$ cat config.mk
export PLATFORM = sky130hd
export DESIGN_NAME = sorted_region_table_checker_unit_flat
export DESIGN_NICKNAME = d
export VERILOG_FILES = /design/src/hw/rtl/srt_pkg.sv /design/src/hw/rtl/srt_if.sv /design/src/hw/rtl/sorted_region_table_checker_unit.sv /design/src/hw/rtl/srt_alu.sv /design/src/hw/rtl/srt_mem.sv /design/src/flat_wrapper.sv
export SDC_FILE = /design/constraint.sdc
export NUM_CORES = 2
export LEC_CHECK = 0
export BUFFER_PORTS_ARGS = -buffer_cell sky130_fd_sc_hd__buf_2
export CORE_ASPECT_RATIO = 1.2
export CORE_MARGIN = 5
export CORE_UTILIZATION = 45
export CTS_CLUSTER_SIZE = 16
export DETAILED_ROUTE_END_ITERATION = 10
export GPL_TIMING_DRIVEN = 0
export PLACE_DENSITY = 0.64
export SLEW_MARGIN = 40
export SYNTH_ARGS = -nofsm -noshare
export SYNTH_HDL_FRONTEND = slang
export SYNTH_HIERARCHICAL = 1
export SYNTH_SLANG_ARGS = --single-unit
$ cat constraint.sdc
create_clock -name clk -period 23.5 [get_ports clk]
set_input_delay 1.175 -clock clk [delete_from_list [all_inputs] [get_ports clk]]
set_output_delay 1.175 -clock clk [all_outputs]
set_load 0.01 [all_outputs]
$ cat src/hw/rtl/srt_pkg.sv
// ---------------------------------------------------------------------------
// srt_pkg: shared types and constants for the sorted region table checker
// Field widths, request kinds, status codes and the table entry layout.
// ---------------------------------------------------------------------------
package srt_pkg;

  // field widths of the item and result beats
  localparam int ADDR_W   = 64;
  localparam int PERM_W   = 8;
  localparam int SLOT_W   = 4;
  localparam int KIND_W   = 2;
  localparam int STATUS_W = 2;
  localparam int COUNT_W  = 5;

  // default table depth
  localparam int MAX_REGIONS_DEF = 16;

  // request kinds
  localparam logic [KIND_W-1:0] KIND_INSERT   = 2'd0;
  localparam logic [KIND_W-1:0] KIND_RM_INDEX = 2'd1;
  localparam logic [KIND_W-1:0] KIND_RM_BASE  = 2'd2;
  localparam logic [KIND_W-1:0] KIND_CHECK    = 2'd3;

  // result status codes
  localparam logic [STATUS_W-1:0] ST_OK     = 2'd0;
  localparam logic [STATUS_W-1:0] ST_RANGE  = 2'd1;
  localparam logic [STATUS_W-1:0] ST_BADARG = 2'd2;
  localparam logic [STATUS_W-1:0] ST_FULL   = 2'd3;

  // one table entry
  typedef struct packed {
    logic [ADDR_W-1:0] base;
    logic [ADDR_W-1:0] size;
    logic [PERM_W-1:0] perm;
  } entry_t;

  // shared adder request: sum = a + ~b + cin
  typedef struct packed {
    logic [ADDR_W-1:0] a;
    logic [ADDR_W-1:0] b;
    logic              cin;
  } alu_req_t;

  // shared adder result
  typedef struct packed {
    logic [ADDR_W-1:0] sum;
    logic              carry;
    logic              zero;
  } alu_res_t;

endpackage

$ cat src/hw/rtl/srt_if.sv
// ---------------------------------------------------------------------------
// srt_if: valid/ready channels of the region table checker
// Request channel (srt_in_if) and result channel (srt_out_if).
// ---------------------------------------------------------------------------
interface srt_in_if;
  logic                          valid;
  logic                          ready;
  logic [srt_pkg::KIND_W-1:0]    kind;
  logic [srt_pkg::ADDR_W-1:0]    address;
  logic [srt_pkg::ADDR_W-1:0]    length;
  logic [srt_pkg::PERM_W-1:0]    perm_mask;
  logic [srt_pkg::SLOT_W-1:0]    slot;

  modport source (output valid, kind, address, length, perm_mask, slot, input ready);
  modport sink   (input valid, kind, address, length, perm_mask, slot, output ready);
endinterface

interface srt_out_if;
  logic                          valid;
  logic                          ready;
  logic [srt_pkg::STATUS_W-1:0]  status;
  logic [srt_pkg::SLOT_W-1:0]    slot_out;
  logic [srt_pkg::COUNT_W-1:0]   region_count;

  modport source (output valid, status, slot_out, region_count, input ready);
  modport sink   (input valid, status, slot_out, region_count, output ready);
endinterface

$ cat src/hw/rtl/sorted_region_table_checker_unit.sv
// ---------------------------------------------------------------------------
// sorted_region_table_checker_unit: sorted memory protection region table
// Sequencer, result register and instances of the shared adder and table.
// ---------------------------------------------------------------------------
// One request beat is taken at a time; in_bus.ready is high only while the
// sequencer is idle, and a finished result waits in the output register so
// the next request can be taken before it is drained. A request other than a
// remove by index runs a binary search for the first base not below the
// address, then inspects the entries around the search point; a check adds a
// range check, and an insert or remove moves one entry per cycle. Speed is
// bounded by the one 64-bit adder that every address compare goes through and
// by the single read and single write port of the table memory. Table
// contents need no clearing after reset.
// ---------------------------------------------------------------------------
module sorted_region_table_checker_unit #(
  parameter int MAX_REGIONS = srt_pkg::MAX_REGIONS_DEF
) (
  input  logic      clk,
  input  logic      rst_n,
  srt_in_if.sink    in_bus,
  srt_out_if.source out_bus
);

  localparam int IDX_W = $clog2(MAX_REGIONS);
  localparam int CNT_W = $clog2(MAX_REGIONS + 1);
  localparam logic [CNT_W-1:0] CNT_ONE = CNT_W'(1);
  localparam logic [CNT_W-1:0] CNT_MAX = CNT_W'(MAX_REGIONS);

  // sequencer states
  localparam logic [4:0] S_IDLE  = 5'd0;
  localparam logic [4:0] S_ARG   = 5'd1;
  localparam logic [4:0] S_SRCH  = 5'd2;
  localparam logic [4:0] S_HRD   = 5'd3;
  localparam logic [4:0] S_HCMP  = 5'd4;
  localparam logic [4:0] S_HCMP2 = 5'd5;
  localparam logic [4:0] S_LRD   = 5'd6;
  localparam logic [4:0] S_LCMP  = 5'd7;
  localparam logic [4:0] S_LCMP2 = 5'd8;
  localparam logic [4:0] S_FULL  = 5'd9;
  localparam logic [4:0] S_SHUP  = 5'd10;
  localparam logic [4:0] S_PUT   = 5'd11;
  localparam logic [4:0] S_SHDN  = 5'd12;
  localparam logic [4:0] S_RMIDX = 5'd13;
  localparam logic [4:0] S_CHK1  = 5'd14;
  localparam logic [4:0] S_CHK2  = 5'd15;
  localparam logic [4:0] S_CHK3  = 5'd16;
  localparam logic [4:0] S_DONE  = 5'd17;

  logic [4:0]                     state_r, state_nxt;
  logic [srt_pkg::KIND_W-1:0]     kind_r, kind_nxt;
  logic [srt_pkg::ADDR_W-1:0]     addr_r, addr_nxt;
  logic [srt_pkg::ADDR_W-1:0]     len_r, len_nxt;
  logic [srt_pkg::PERM_W-1:0]     perm_r, perm_nxt;
  logic [srt_pkg::SLOT_W-1:0]     slot_r, slot_nxt;
  logic [CNT_W-1:0]               used_r, used_nxt;
  logic [CNT_W-1:0]               lo_r, lo_nxt;
  logic [CNT_W-1:0]               hi_r, hi_nxt;
  logic [CNT_W-1:0]               mid_r, mid_nxt;
  logic [CNT_W-1:0]               k_r, k_nxt;
  logic [CNT_W-1:0]               where_r, where_nxt;
  logic [srt_pkg::STATUS_W-1:0]   status_r, status_nxt;
  logic [srt_pkg::ADDR_W-1:0]     diff_r, diff_nxt;
  logic [srt_pkg::ADDR_W-1:0]     tmp_r, tmp_nxt;

  logic                           out_valid_r, out_valid_nxt;
  logic [srt_pkg::STATUS_W-1:0]   out_status_r, out_status_nxt;
  logic [srt_pkg::SLOT_W-1:0]     out_slot_r, out_slot_nxt;
  logic [srt_pkg::COUNT_W-1:0]    out_count_r, out_count_nxt;

  srt_pkg::alu_req_t              alu_req;
  srt_pkg::alu_res_t              alu_res;

  logic                           mem_rd_en;
  logic [IDX_W-1:0]               mem_rd_addr;
  srt_pkg::entry_t                rd_data;
  logic                           mem_wr_en;
  logic [IDX_W-1:0]               mem_wr_addr;
  srt_pkg::entry_t                mem_wr_data;

  logic                           in_fire;
  logic                           base_lt;
  logic [CNT_W-1:0]               lo_s, hi_s, mid_s, ptr_a, ptr_b;
  logic [CNT_W+srt_pkg::SLOT_W-1:0] slot_w, used_w, where_w;
  logic [CNT_W+srt_pkg::COUNT_W-1:0] count_w;

  assign in_bus.ready = (state_r == S_IDLE);
  assign in_fire      = in_bus.valid && in_bus.ready;

  // widened copies for mixed-width compares and output masking
  assign slot_w  = {{CNT_W{1'b0}}, slot_r};
  assign used_w  = {{srt_pkg::SLOT_W{1'b0}}, used_r};
  assign where_w = {{srt_pkg::SLOT_W{1'b0}}, where_r};
  assign count_w = {{srt_pkg::COUNT_W{1'b0}}, used_r};

  // shared adder
  srt_alu u_alu (
    .req (alu_req),
    .res (alu_res)
  );

  // region table
  srt_mem #(
    .DEPTH (MAX_REGIONS)
  ) u_mem (
    .clk     (clk),
    .rd_en   (mem_rd_en),
    .rd_addr (mem_rd_addr),
    .rd_data (rd_data),
    .wr_en   (mem_wr_en),
    .wr_addr (mem_wr_addr),
    .wr_data (mem_wr_data)
  );

  // sequencer
  always_comb begin
    state_nxt      = state_r;
    kind_nxt       = kind_r;
    addr_nxt       = addr_r;
    len_nxt        = len_r;
    perm_nxt       = perm_r;
    slot_nxt       = slot_r;
    used_nxt       = used_r;
    lo_nxt         = lo_r;
    hi_nxt         = hi_r;
    mid_nxt        = mid_r;
    k_nxt          = k_r;
    where_nxt      = where_r;
    status_nxt     = status_r;
    diff_nxt       = diff_r;
    tmp_nxt        = tmp_r;
    out_valid_nxt  = out_valid_r && !out_bus.ready;
    out_status_nxt = out_status_r;
    out_slot_nxt   = out_slot_r;
    out_count_nxt  = out_count_r;

    alu_req     = '{a: addr_r, b: ~len_r, cin: 1'b0};
    mem_rd_en   = 1'b0;
    mem_rd_addr = '0;
    mem_wr_en   = 1'b0;
    mem_wr_addr = '0;
    mem_wr_data = '{base: addr_r, size: len_r, perm: perm_r};

    base_lt = 1'b0;
    lo_s    = lo_r;
    hi_s    = hi_r;
    mid_s   = mid_r;
    ptr_a   = '0;
    ptr_b   = '0;

    unique case (state_r)
      S_IDLE: begin
        if (in_fire) begin
          kind_nxt   = in_bus.kind;
          addr_nxt   = in_bus.address;
          len_nxt    = in_bus.length;
          perm_nxt   = in_bus.perm_mask;
          slot_nxt   = in_bus.slot;
          status_nxt = srt_pkg::ST_OK;
          where_nxt  = '0;
          state_nxt  = (in_bus.kind == srt_pkg::KIND_RM_INDEX) ? S_RMIDX : S_ARG;
        end
      end

      // zero length or wrap past the top: address + length > 2^64
      S_ARG: begin
        alu_req = '{a: addr_r, b: ~len_r, cin: 1'b0};
        lo_nxt  = '0;
        hi_nxt  = used_r;
        if (kind_r != srt_pkg::KIND_RM_BASE &&
            (len_r == '0 || (alu_res.carry && !alu_res.zero))) begin
          status_nxt = (kind_r == srt_pkg::KIND_INSERT) ? srt_pkg::ST_BADARG
                                                        : srt_pkg::ST_RANGE;
          state_nxt  = S_DONE;
        end else if (used_r == '0) begin
          state_nxt = (kind_r == srt_pkg::KIND_INSERT) ? S_LRD : S_HRD;
        end else begin
          mid_nxt     = used_r >> 1;
          mem_rd_en   = 1'b1;
          mem_rd_addr = mid_nxt[IDX_W-1:0];
          state_nxt   = S_SRCH;
        end
      end

      // binary search for the first base not below address, one step a cycle
      S_SRCH: begin
        alu_req = '{a: rd_data.base, b: addr_r, cin: 1'b1};
        base_lt = !alu_res.carry;
        lo_s    = base_lt ? (mid_r + CNT_ONE) : lo_r;
        hi_s    = base_lt ? hi_r : mid_r;
        lo_nxt  = lo_s;
        hi_nxt  = hi_s;
        if (lo_s < hi_s) begin
          mid_s       = lo_s + ((hi_s - lo_s) >> 1);
          mid_nxt     = mid_s;
          mem_rd_en   = 1'b1;
          mem_rd_addr = mid_s[IDX_W-1:0];
        end else begin
          state_nxt = (kind_r == srt_pkg::KIND_INSERT) ? S_LRD : S_HRD;
        end
      end

      // fetch the entry at the search point
      S_HRD: begin
        if (lo_r < used_r) begin
          mem_rd_en   = 1'b1;
          mem_rd_addr = lo_r[IDX_W-1:0];
          state_nxt   = S_HCMP;
        end else if (kind_r == srt_pkg::KIND_INSERT) begin
          state_nxt = S_FULL;
        end else if (kind_r == srt_pkg::KIND_CHECK) begin
          state_nxt = S_LRD;
        end else begin
          status_nxt = srt_pkg::ST_RANGE;
          state_nxt  = S_DONE;
        end
      end

      // upper entry: base - address, exact match test
      S_HCMP: begin
        alu_req  = '{a: rd_data.base, b: addr_r, cin: 1'b1};
        diff_nxt = alu_res.sum;
        if (kind_r == srt_pkg::KIND_INSERT) begin
          state_nxt = S_HCMP2;
        end else if (kind_r == srt_pkg::KIND_RM_BASE) begin
          if (alu_res.zero) begin
            where_nxt = lo_r;
            k_nxt     = lo_r;
            ptr_a     = lo_r + CNT_ONE;
            if (ptr_a < used_r) begin
              mem_rd_en   = 1'b1;
              mem_rd_addr = ptr_a[IDX_W-1:0];
              state_nxt   = S_SHDN;
            end else begin
              used_nxt  = used_r - CNT_ONE;
              state_nxt = S_DONE;
            end
          end else begin
            status_nxt = srt_pkg::ST_RANGE;
            state_nxt  = S_DONE;
          end
        end else begin
          if (alu_res.zero) begin
            where_nxt = lo_r;
            state_nxt = S_CHK1;
          end else begin
            state_nxt = S_LRD;
          end
        end
      end

      // insert: new region must end before the upper neighbor
      S_HCMP2: begin
        alu_req = '{a: diff_r, b: len_r, cin: 1'b1};
        if (!alu_res.carry) begin
          status_nxt = srt_pkg::ST_BADARG;
          state_nxt  = S_DONE;
        end else begin
          state_nxt = S_FULL;
        end
      end

      // fetch the entry below the search point
      S_LRD: begin
        if (lo_r != '0) begin
          ptr_a       = lo_r - CNT_ONE;
          mem_rd_en   = 1'b1;
          mem_rd_addr = ptr_a[IDX_W-1:0];
          state_nxt   = S_LCMP;
        end else if (kind_r == srt_pkg::KIND_INSERT) begin
          state_nxt = S_HRD;
        end else begin
          status_nxt = srt_pkg::ST_RANGE;
          state_nxt  = S_DONE;
        end
      end

      // lower entry: address - base
      S_LCMP: begin
        alu_req   = '{a: addr_r, b: rd_data.base, cin: 1'b1};
        diff_nxt  = alu_res.sum;
        state_nxt = S_LCMP2;
      end

      // lower entry contains address when the offset is below its size
      S_LCMP2: begin
        alu_req = '{a: diff_r, b: rd_data.size, cin: 1'b1};
        if (kind_r == srt_pkg::KIND_INSERT) begin
          if (!alu_res.carry) begin
            status_nxt = srt_pkg::ST_BADARG;
            state_nxt  = S_DONE;
          end else begin
            state_nxt = S_HRD;
          end
        end else begin
          if (!alu_res.carry) begin
            where_nxt = lo_r - CNT_ONE;
            state_nxt = S_CHK1;
          end else begin
            status_nxt = srt_pkg::ST_RANGE;
            state_nxt  = S_DONE;
          end
        end
      end

      // full table test, then open a gap at the insert point
      S_FULL: begin
        if (used_r >= CNT_MAX) begin
          status_nxt = srt_pkg::ST_FULL;
          state_nxt  = S_DONE;
        end else begin
          k_nxt = used_r;
          if (used_r > lo_r) begin
            ptr_a       = used_r - CNT_ONE;
            mem_rd_en   = 1'b1;
            mem_rd_addr = ptr_a[IDX_W-1:0];
            state_nxt   = S_SHUP;
          end else begin
            state_nxt = S_PUT;
          end
        end
      end

      // move entry k-1 to k, reading k-2 in the same cycle
      S_SHUP: begin
        mem_wr_en   = 1'b1;
        mem_wr_addr = k_r[IDX_W-1:0];
        mem_wr_data = rd_data;
        ptr_a       = k_r - CNT_ONE;
        k_nxt       = ptr_a;
        if (ptr_a > lo_r) begin
          ptr_b       = ptr_a - CNT_ONE;
          mem_rd_en   = 1'b1;
          mem_rd_addr = ptr_b[IDX_W-1:0];
        end else begin
          state_nxt = S_PUT;
        end
      end

      // write the new region into the gap
      S_PUT: begin
        mem_wr_en   = 1'b1;
        mem_wr_addr = lo_r[IDX_W-1:0];
        used_nxt    = used_r + CNT_ONE;
        where_nxt   = lo_r;
        state_nxt   = S_DONE;
      end

      // move entry k+1 to k, reading k+2 in the same cycle
      S_SHDN: begin
        mem_wr_en   = 1'b1;
        mem_wr_addr = k_r[IDX_W-1:0];
        mem_wr_data = rd_data;
        ptr_a       = k_r + CNT_ONE;
        ptr_b       = used_r - CNT_ONE;
        k_nxt       = ptr_a;
        if (ptr_a < ptr_b) begin
          ptr_b       = ptr_a + CNT_ONE;
          mem_rd_en   = 1'b1;
          mem_rd_addr = ptr_b[IDX_W-1:0];
        end else begin
          used_nxt  = used_r - CNT_ONE;
          state_nxt = S_DONE;
        end
      end

      // remove by index
      S_RMIDX: begin
        if (slot_w >= used_w) begin
          status_nxt = srt_pkg::ST_BADARG;
          state_nxt  = S_DONE;
        end else begin
          where_nxt = slot_w[CNT_W-1:0];
          k_nxt     = slot_w[CNT_W-1:0];
          ptr_a     = slot_w[CNT_W-1:0] + CNT_ONE;
          if (ptr_a < used_r) begin
            mem_rd_en   = 1'b1;
            mem_rd_addr = ptr_a[IDX_W-1:0];
            state_nxt   = S_SHDN;
          end else begin
            used_nxt  = used_r - CNT_ONE;
            state_nxt = S_DONE;
          end
        end
      end

      // check: permissions present and length fits, keep size - length
      S_CHK1: begin
        alu_req = '{a: rd_data.size, b: len_r, cin: 1'b1};
        tmp_nxt = alu_res.sum;
        if (!alu_res.carry || ((rd_data.perm & perm_r) != perm_r)) begin
          status_nxt = srt_pkg::ST_RANGE;
          state_nxt  = S_DONE;
        end else begin
          state_nxt = S_CHK2;
        end
      end

      // check: offset of address in the region
      S_CHK2: begin
        alu_req   = '{a: addr_r, b: rd_data.base, cin: 1'b1};
        diff_nxt  = alu_res.sum;
        state_nxt = S_CHK3;
      end

      // check: offset must not exceed size - length
      S_CHK3: begin
        alu_req = '{a: tmp_r, b: diff_r, cin: 1'b1};
        if (!alu_res.carry) begin
          status_nxt = srt_pkg::ST_RANGE;
        end
        state_nxt = S_DONE;
      end

      // post the result beat once the output register is free
      S_DONE: begin
        if (!out_valid_r || out_bus.ready) begin
          out_valid_nxt  = 1'b1;
          out_status_nxt = status_r;
          out_slot_nxt   = (status_r == srt_pkg::ST_OK) ? where_w[srt_pkg::SLOT_W-1:0]
                                                        : '0;
          out_count_nxt  = count_w[srt_pkg::COUNT_W-1:0];
          state_nxt      = S_IDLE;
        end
      end

      default: begin
        state_nxt = S_IDLE;
      end
    endcase
  end

  // control state
  always_ff @(posedge clk) begin
    if (!rst_n) begin
      state_r     <= S_IDLE;
      used_r      <= '0;
      out_valid_r <= 1'b0;
    end else begin
      state_r     <= state_nxt;
      used_r      <= used_nxt;
      out_valid_r <= out_valid_nxt;
    end
  end

  // working and payload registers
  always_ff @(posedge clk) begin
    kind_r       <= kind_nxt;
    addr_r       <= addr_nxt;
    len_r        <= len_nxt;
    perm_r       <= perm_nxt;
    slot_r       <= slot_nxt;
    lo_r         <= lo_nxt;
    hi_r         <= hi_nxt;
    mid_r        <= mid_nxt;
    k_r          <= k_nxt;
    where_r      <= where_nxt;
    status_r     <= status_nxt;
    diff_r       <= diff_nxt;
    tmp_r        <= tmp_nxt;
    out_status_r <= out_status_nxt;
    out_slot_r   <= out_slot_nxt;
    out_count_r  <= out_count_nxt;
  end

  assign out_bus.valid        = out_valid_r;
  assign out_bus.status       = out_status_r;
  assign out_bus.slot_out     = out_slot_r;
  assign out_bus.region_count = out_count_r;

  // a taken request beat closes the input until the sequencer is idle again
  a_busy_after_accept : assert property (@(posedge clk) disable iff (!rst_n)
    in_fire |=> !in_bus.ready)
    else $error("input ready while a request is in progress");

  // table writes stay inside the occupied part plus the insert gap
  a_write_in_range : assert property (@(posedge clk) disable iff (!rst_n)
    mem_wr_en |-> (CNT_W'(mem_wr_addr) <= used_r))
    else $error("table write beyond occupied entries");

  // shifting never reads the entry it writes in the same cycle
  a_no_rw_collision : assert property (@(posedge clk) disable iff (!rst_n)
    (mem_rd_en && mem_wr_en) |-> (mem_rd_addr != mem_wr_addr))
    else $error("table read and write at the same entry");

  // the region count only moves while a request is being worked on
  a_count_busy : assert property (@(posedge clk) disable iff (!rst_n)
    ($past(rst_n) && (used_r != $past(used_r))) |-> ($past(state_r) != S_IDLE))
    else $error("region count changed while idle");

  // a result beat appears only from the posting state
  a_result_source : assert property (@(posedge clk) disable iff (!rst_n)
    $rose(out_valid_r) |-> ($past(state_r) == S_DONE))
    else $error("result beat raised outside the posting state");

endmodule

$ cat src/hw/rtl/srt_alu.sv
// ---------------------------------------------------------------------------
// srt_alu: shared 64-bit add/compare unit
// Computes a + ~b + cin with carry out and zero flag. With cin set this is
// a - b (carry means a >= b); with b inverted and cin clear it is a + b.
// ---------------------------------------------------------------------------
module srt_alu (
  input  srt_pkg::alu_req_t req,
  output srt_pkg::alu_res_t res
);

  logic [srt_pkg::ADDR_W:0] total;

  assign total = {1'b0, req.a} + {1'b0, ~req.b} + {{srt_pkg::ADDR_W{1'b0}}, req.cin};

  assign res.sum   = total[srt_pkg::ADDR_W-1:0];
  assign res.carry = total[srt_pkg::ADDR_W];
  assign res.zero  = (total[srt_pkg::ADDR_W-1:0] == '0);

endmodule

$ cat src/hw/rtl/srt_mem.sv
// ---------------------------------------------------------------------------
// srt_mem: region table storage
// One write port, one read port with registered read data. The read data
// holds its value in cycles without a read.
// ---------------------------------------------------------------------------
module srt_mem #(
  parameter int DEPTH = srt_pkg::MAX_REGIONS_DEF,
  localparam int IDX_W = $clog2(DEPTH)
) (
  input  logic                 clk,
  input  logic                 rd_en,
  input  logic [IDX_W-1:0]     rd_addr,
  output srt_pkg::entry_t      rd_data,
  input  logic                 wr_en,
  input  logic [IDX_W-1:0]     wr_addr,
  input  srt_pkg::entry_t      wr_data
);

  srt_pkg::entry_t mem_r [DEPTH];
  srt_pkg::entry_t rd_data_r;

  // write port
  always_ff @(posedge clk) begin
    if (wr_en) begin
      mem_r[wr_addr] <= wr_data;
    end
  end

  // read port, registered
  always_ff @(posedge clk) begin
    if (rd_en) begin
      rd_data_r <= mem_r[rd_addr];
    end
  end

  assign rd_data = rd_data_r;

endmodule

$ cat src/flat_wrapper.sv
// flat-port wrapper written by rule: the top's interface ports become plain ports
module sorted_region_table_checker_unit_flat 
#(
  parameter int MAX_REGIONS = srt_pkg::MAX_REGIONS_DEF
)
  (clk, rst_n, in_bus_valid, in_bus_kind, in_bus_address, in_bus_length, in_bus_perm_mask, in_bus_slot, in_bus_ready, out_bus_valid, out_bus_status, out_bus_slot_out, out_bus_region_count, out_bus_ready);
  srt_in_if in_bus_i ();
  srt_out_if out_bus_i ();
  input  logic clk;
  input  logic rst_n;
  input wire logic [$bits(in_bus_i.valid)-1:0] in_bus_valid;
  input wire logic [$bits(in_bus_i.kind)-1:0] in_bus_kind;
  input wire logic [$bits(in_bus_i.address)-1:0] in_bus_address;
  input wire logic [$bits(in_bus_i.length)-1:0] in_bus_length;
  input wire logic [$bits(in_bus_i.perm_mask)-1:0] in_bus_perm_mask;
  input wire logic [$bits(in_bus_i.slot)-1:0] in_bus_slot;
  output wire logic [$bits(in_bus_i.ready)-1:0] in_bus_ready;
  output wire logic [$bits(out_bus_i.valid)-1:0] out_bus_valid;
  output wire logic [$bits(out_bus_i.status)-1:0] out_bus_status;
  output wire logic [$bits(out_bus_i.slot_out)-1:0] out_bus_slot_out;
  output wire logic [$bits(out_bus_i.region_count)-1:0] out_bus_region_count;
  input wire logic [$bits(out_bus_i.ready)-1:0] out_bus_ready;
  assign in_bus_i.valid = in_bus_valid;
  assign in_bus_i.kind = in_bus_kind;
  assign in_bus_i.address = in_bus_address;
  assign in_bus_i.length = in_bus_length;
  assign in_bus_i.perm_mask = in_bus_perm_mask;
  assign in_bus_i.slot = in_bus_slot;
  assign in_bus_ready = in_bus_i.ready;
  assign out_bus_valid = out_bus_i.valid;
  assign out_bus_status = out_bus_i.status;
  assign out_bus_slot_out = out_bus_i.slot_out;
  assign out_bus_region_count = out_bus_i.region_count;
  assign out_bus_i.ready = out_bus_ready;
  sorted_region_table_checker_unit #(.MAX_REGIONS(MAX_REGIONS)) u_core (.clk(clk), .rst_n(rst_n), .in_bus(in_bus_i), .out_bus(out_bus_i));
endmodule
* Word level (Yosys, flattened, before mapping)
Memory sizes are Yosys's and may differ from the RTL's. A register that Yosys moved wholly into a read port is not among the register bits.
Cells that the tools add are included.
** Storage, ports and cells
- Flip-flop bits (word level) :: 318
- Memory bits (writable) :: 2176
- Input port bits :: 146
- Output and inout port bits :: 13
- Logic and storage cells :: 249
- Memories kept :: 1
** Cells by class
- Add/sub/neg operators :: 14
- Magnitude comparators :: 9
- Eq/ne operators :: 51
- Multiplexer cells :: 115
- Bitwise logic cells :: 3
- Reduce and logical (&&, ||, !) cells :: 37
** Memories
- u_core.u_mem.mem_r :: depth 16, width 136, rd ports 1, clocked after memory_dff 1, wr ports 1, line srt_mem.sv:19 : srt_pkg::entry_t mem_r [DEPTH];
** Operator list (number)
- $pmux 129 s6 :: 1
- $mux 5 :: 41
- $mux 136 :: 1
- $logic_not 64->1 :: 2
- $not 64->64 :: 2
- $pmux 5 s17 :: 1
- $mux 4 :: 21
- $add 64x64->65 :: 1
- $add 65x1->65 :: 1
- $ne 2x2->1 const B :: 21
- $eq 5x4->1 const B :: 8
- $mux 2 :: 18
- $pmux 4 s9 :: 1
- $pmux 5 s2 :: 3
- $lt 5x5->1 :: 5
- $pmux 5 s5 :: 1
- $pmux 2 s11 :: 1
- $mux 1 :: 21
- $add 5x1->5 const B :: 4
- $eq 5x3->1 const B :: 4
- $pmux 4 s5 :: 1
- $pmux 5 s4 :: 1
- $ne 2x1->1 const B :: 8
- $reduce_and 16->1 :: 1
- 37 further kinds :: 60

* Depth between registers and ports, before layout
- Depth after elaboration :: 13
- Depth in mapped cells :: 46
- Mapped depth without buffers :: 38

* By module
Netlist, hierarchy kept.
** Modules (own cells, without submodules)
- srt_mem :: times used 1, cells each 3548, area each 85708.5 sq um, seq. area each 69426.6 sq um
- sorted_region_table_checker_unit :: times used 1, cells each 1928, area each 18512.8 sq um, seq. area each 9439.1 sq um
- srt_alu :: times used 1, cells each 690, area each 4408.0 sq um, seq. area each 0.0 sq um

* Least setup slack after synthesis
No wires, ideal clock.
- Path kind :: register to register
- Start point :: register u_core.state_r[3]
- End point :: register, netlist name u_core/u_mem/rd_data[0]
- Library setup time :: 1.785 ns
- Data arrival time :: 11.842 ns
- Data required time :: 21.715 ns
- Setup slack :: 9.873 ns
- Stages on the path, launching flop included :: 30
- Path buffers :: 5
- Clock period less this slack :: 13.627 ns
- Cells stage by stage :: dfxtp_1 -> buf_4 -> buf_4 -> nand3b_4 -> nor2_1 -> clkbuf_1 -> a222oi_1 -> nand3_1 -> fa_1 -> fa_1 -> a21o_1 -> a311o_2 -> nand4_1 -> a31oi_1 -> nand4_1 -> a21oi_1 -> nor2_1 -> o21ai_0 -> a21o_1 -> a21oi_1 -> o21ai_0 -> buf_2 -> buf_1 -> mux2_2 -> ha_1 -> nor4bb_1 -> a311o_1 -> o21ai_0 -> a21o_1 -> nand4_1
** RTL lines
- from (decl) :: line sorted_region_table_checker_unit.sv:49 : logic [4:0] state_r, state_nxt;
- from (signal assigned) :: line sorted_region_table_checker_unit.sv:439 : state_r <= state_nxt;

==> results.md <==
- Status: finished clean
- Total track usage: 0.301
- ANT nets after route: 0
- RePlAce Congestion: a little under 1
- Leading post-synthesis cells by cell area: edfxtp_1, mux4_2, nand2_1
- Initial antenna violation count: 20
- # IOs: between 150 and 200
- Hold Path Stages: 1
- Slew margin rel.: 0.313
- Worst Tran Pin Value: 1.03 ns
- Htree depth: 5
- Fillers: roughly 19000
- Drt wl/cell: 37.2 um
- Final hold vios: 0
- Die area: around 0.25 sq mm
- Startpoint Class: register
- Post-synth ARST share: 0
- CTS tree: done
- Number of synthesized register bits: 2630
- Buffers inserted by post-CTS timing repair: 0
- Slowest-stage cell, CP: a31oi_1
- Crit Path Class: register to register
- Minimum clock period: roughly 15 ns
- Slowest stage delay, CP: 0.72 ns
- Iteration-0 DRC count of the detailed router: 10200
- Total congestion overflow: 0
- Max cap viols: 0
- Height of the die: 548 um
- Dominant synthesized flop cell: edfxtp_1
- # setup viols final: 0
- Sink Count: roughly 2600
- Placement Cell Area: between 0.1 and 0.15 sq mm
- IO Port Bufs: between 150 and 200
- Yosys top cell area share: 0.724
- CP endpoint kind: register
- Number of enable flip-flop cells after synthesis: between 2000 and 3000
- Clock slew at reported path FFs: around 0.060 ns
- Max Slew Vio Count: 0
- Die width: 459 um
- Worst path arrival time: 15.29 ns
- Area Growth Syn to Fin: 16.4%
- Worst path most repeated cell: buf_2
- CP Data Required Time: 24.08 ns
- Hold Crit Class: input pin to register
- Final #Nets: a little over 7000
- Max Clock Freq: slightly below 70 MHz
- Hpwl dp: 280 mm
- CTS root buf: clkbuf_16
- Post-Syn Area: approximately 0.11 sq mm
- Rows: between 150 and 200
- Final wirelength: roughly 380 mm
- TritonCTS Buffers: around 280
- Layout cell share with drive strength beyond 1: 0.238
- Largest net degree at the start of global routing: 46
- CTS Hold Bufs: 0
- Crit path buffers/inverters: 13
- Vias in the first global route: 65400
- Mapped Nets: about 6400
- RSZ-0062 raised after global routing: no
- Crit path depth: 43
- Final Cycle Share: 0.626
- Worst clock skew: 0.0655 ns
- Crit path max fanout: 10
- Sequential area share after synthesis: 0.726
- Cell taking the most area after synthesis: edfxtp_1
- Worst path top cell family by delay: buffers and inverters
- Distinct cells, synth: 93
- Yosys warns: 6
- Synth Instances: just over 6000
- First-pass GRT wire length: around 530 mm
- Core Region: around 0.24 sq mm
- Residual DRC count: 0
- Total number of vias: between 60000 and 70000
- Worst skew pair latency: 0.90 ns
- Design Area, Final: ~0.13 sq mm
- DRT Pass-1 Iters: 10
- Number of vias per cell: around 6.4
- CTS-repair resized insts: 0
- Worst R2R Path Depth: 43
- Maximum clock path buffer count: 4
- Initial core utilization: 0.452
- Syn Area/Cell: between 15 and 20 sq um
[sequential cells by signal (all words and copies together), names as in the netlist, 8 cells and up]
| name | cells |
|---|---|
| u_core/addr_r | 64 |
| u_core/perm_r | 8 |
| u_core/u_mem/mem_r | 2176 |
| u_core/u_mem/rd_data | 136 |
| u_core/diff_r | 64 |
| u_core/tmp_r | 64 |
| u_core/len_r | 64 |
[routing by layer]
layer | GRT usage | wire, um
met5 | 0 | 74
met4 | 0.192 | 30600
met3 | 0.0706 | 39400
met2 | 0.475 | 179000
met1 | 0.376 | 135000
[cells in the final DEF (no fill, tap or decap), types with 52 or more instances in the layout]
cell	instances
nand2_1	748
buf_2	306
mux4_2	514
mux2_2	57
buf_16	59
buf_8	93
a21oi_1	181
nand3_1	106
edfxtp_1	2619
a22oi_1	311
clkbuf_2	81
buf_4	100
a222oi_1	131
inv_1	116
clkbuf_16	279
ha_1	118
xnor2_1	52
and3_1	85
clkbuf_1	189
o21ai_0	75
nor2_1	97
[Yosys cell counts, types with 12 or more instances]
cell / instances
a21o_1: 31
a21oi_1: 181
a221oi_1: 17
a222oi_1: 131
a22oi_1: 311
a31oi_1: 12
and3_1: 86
buf_1: 34
buf_2: 79
buf_6: 18
clkbuf_1: 210
edfxtp_1: 2619
ha_1: 118
inv_1: 116
mux2_2: 57
mux2i_1: 31
mux4_2: 514
nand2_1: 749
nand2b_1: 26
nand3_1: 106
nand4_1: 34
nor2_1: 111
nor2b_1: 42
nor3_1: 49
nor4_1: 31
o21a_1: 17
o21ai_0: 84
o21ai_1: 15
o221ai_1: 28
or4_1: 12
xnor2_1: 52
xor2_1: 37
[final cells by class]
cell class                      instances  area [sq um]  area share
Antenna cell                            8          20.0    0.000158
Buffer                                354          1750      0.0138
Clock buffer                          335          7190      0.0569
Clock inverter                        148          1280      0.0101
Inverter                              120           450     0.00356
Multi-Input combinational cell       3062         28000       0.221
Sequential cell                      2630         78900       0.624
Tap cell                             3184          3980      0.0315
Timing Repair Buffer                  467          4940      0.0391
[cells by family after synthesis]
| group | count (synthesis) | share of synthesized area |
|---|---|---|
| XOR/XNOR | 89 | 0.00718 |
| flip-flops | 2630 | 0.726 |
| adder cells (fa/ha/maj) | 124 | 0.0144 |
| multiplexers | 603 | 0.115 |
| AO/OA/AOI/OAI | 936 | 0.0627 |
| buffers and inverters | 474 | 0.0189 |
| AND/OR/NAND/NOR | 1310 | 0.0553 |
[final timing paths]
kind	from	end	slack, ns
max	u_core/state_r[2]$_SDFFE_PN0P_	u_core/u_mem/rd_data[124]$_DFFE_PP_	8.79
min	in_bus_perm_mask[7]	u_core/perm_r[7]$_DFFE_PP_	0.47
max reg2reg	u_core/state_r[2]$_SDFFE_PN0P_	u_core/u_mem/rd_data[124]$_DFFE_PP_	8.79
min reg2reg	u_core/where_r[0]$_DFFE_PP_	u_core/out_bus.slot_out[0]$_SDFFCE_PP0P_	0.53
[per-stage QoR]
step	utilization	cells	hold WS [ns]	TNS, ns	worst slack (ns)
floorplan	-	6166	0.431	0	9.87
global placement	0.472	9508	0.503	-1609.50	-2.80
detailed placement	0.491	9816	0.506	0	8.98
CTS	0.526	10300	0.432	0	8.90
global route	0.527	10300	0.438	0	8.66
finish	0.527	10300	0.473	0	8.79
Power is left out: the tool's default activity adds up to more than one toggle a clock period on the data nets, which glitch-free logic cannot reach.
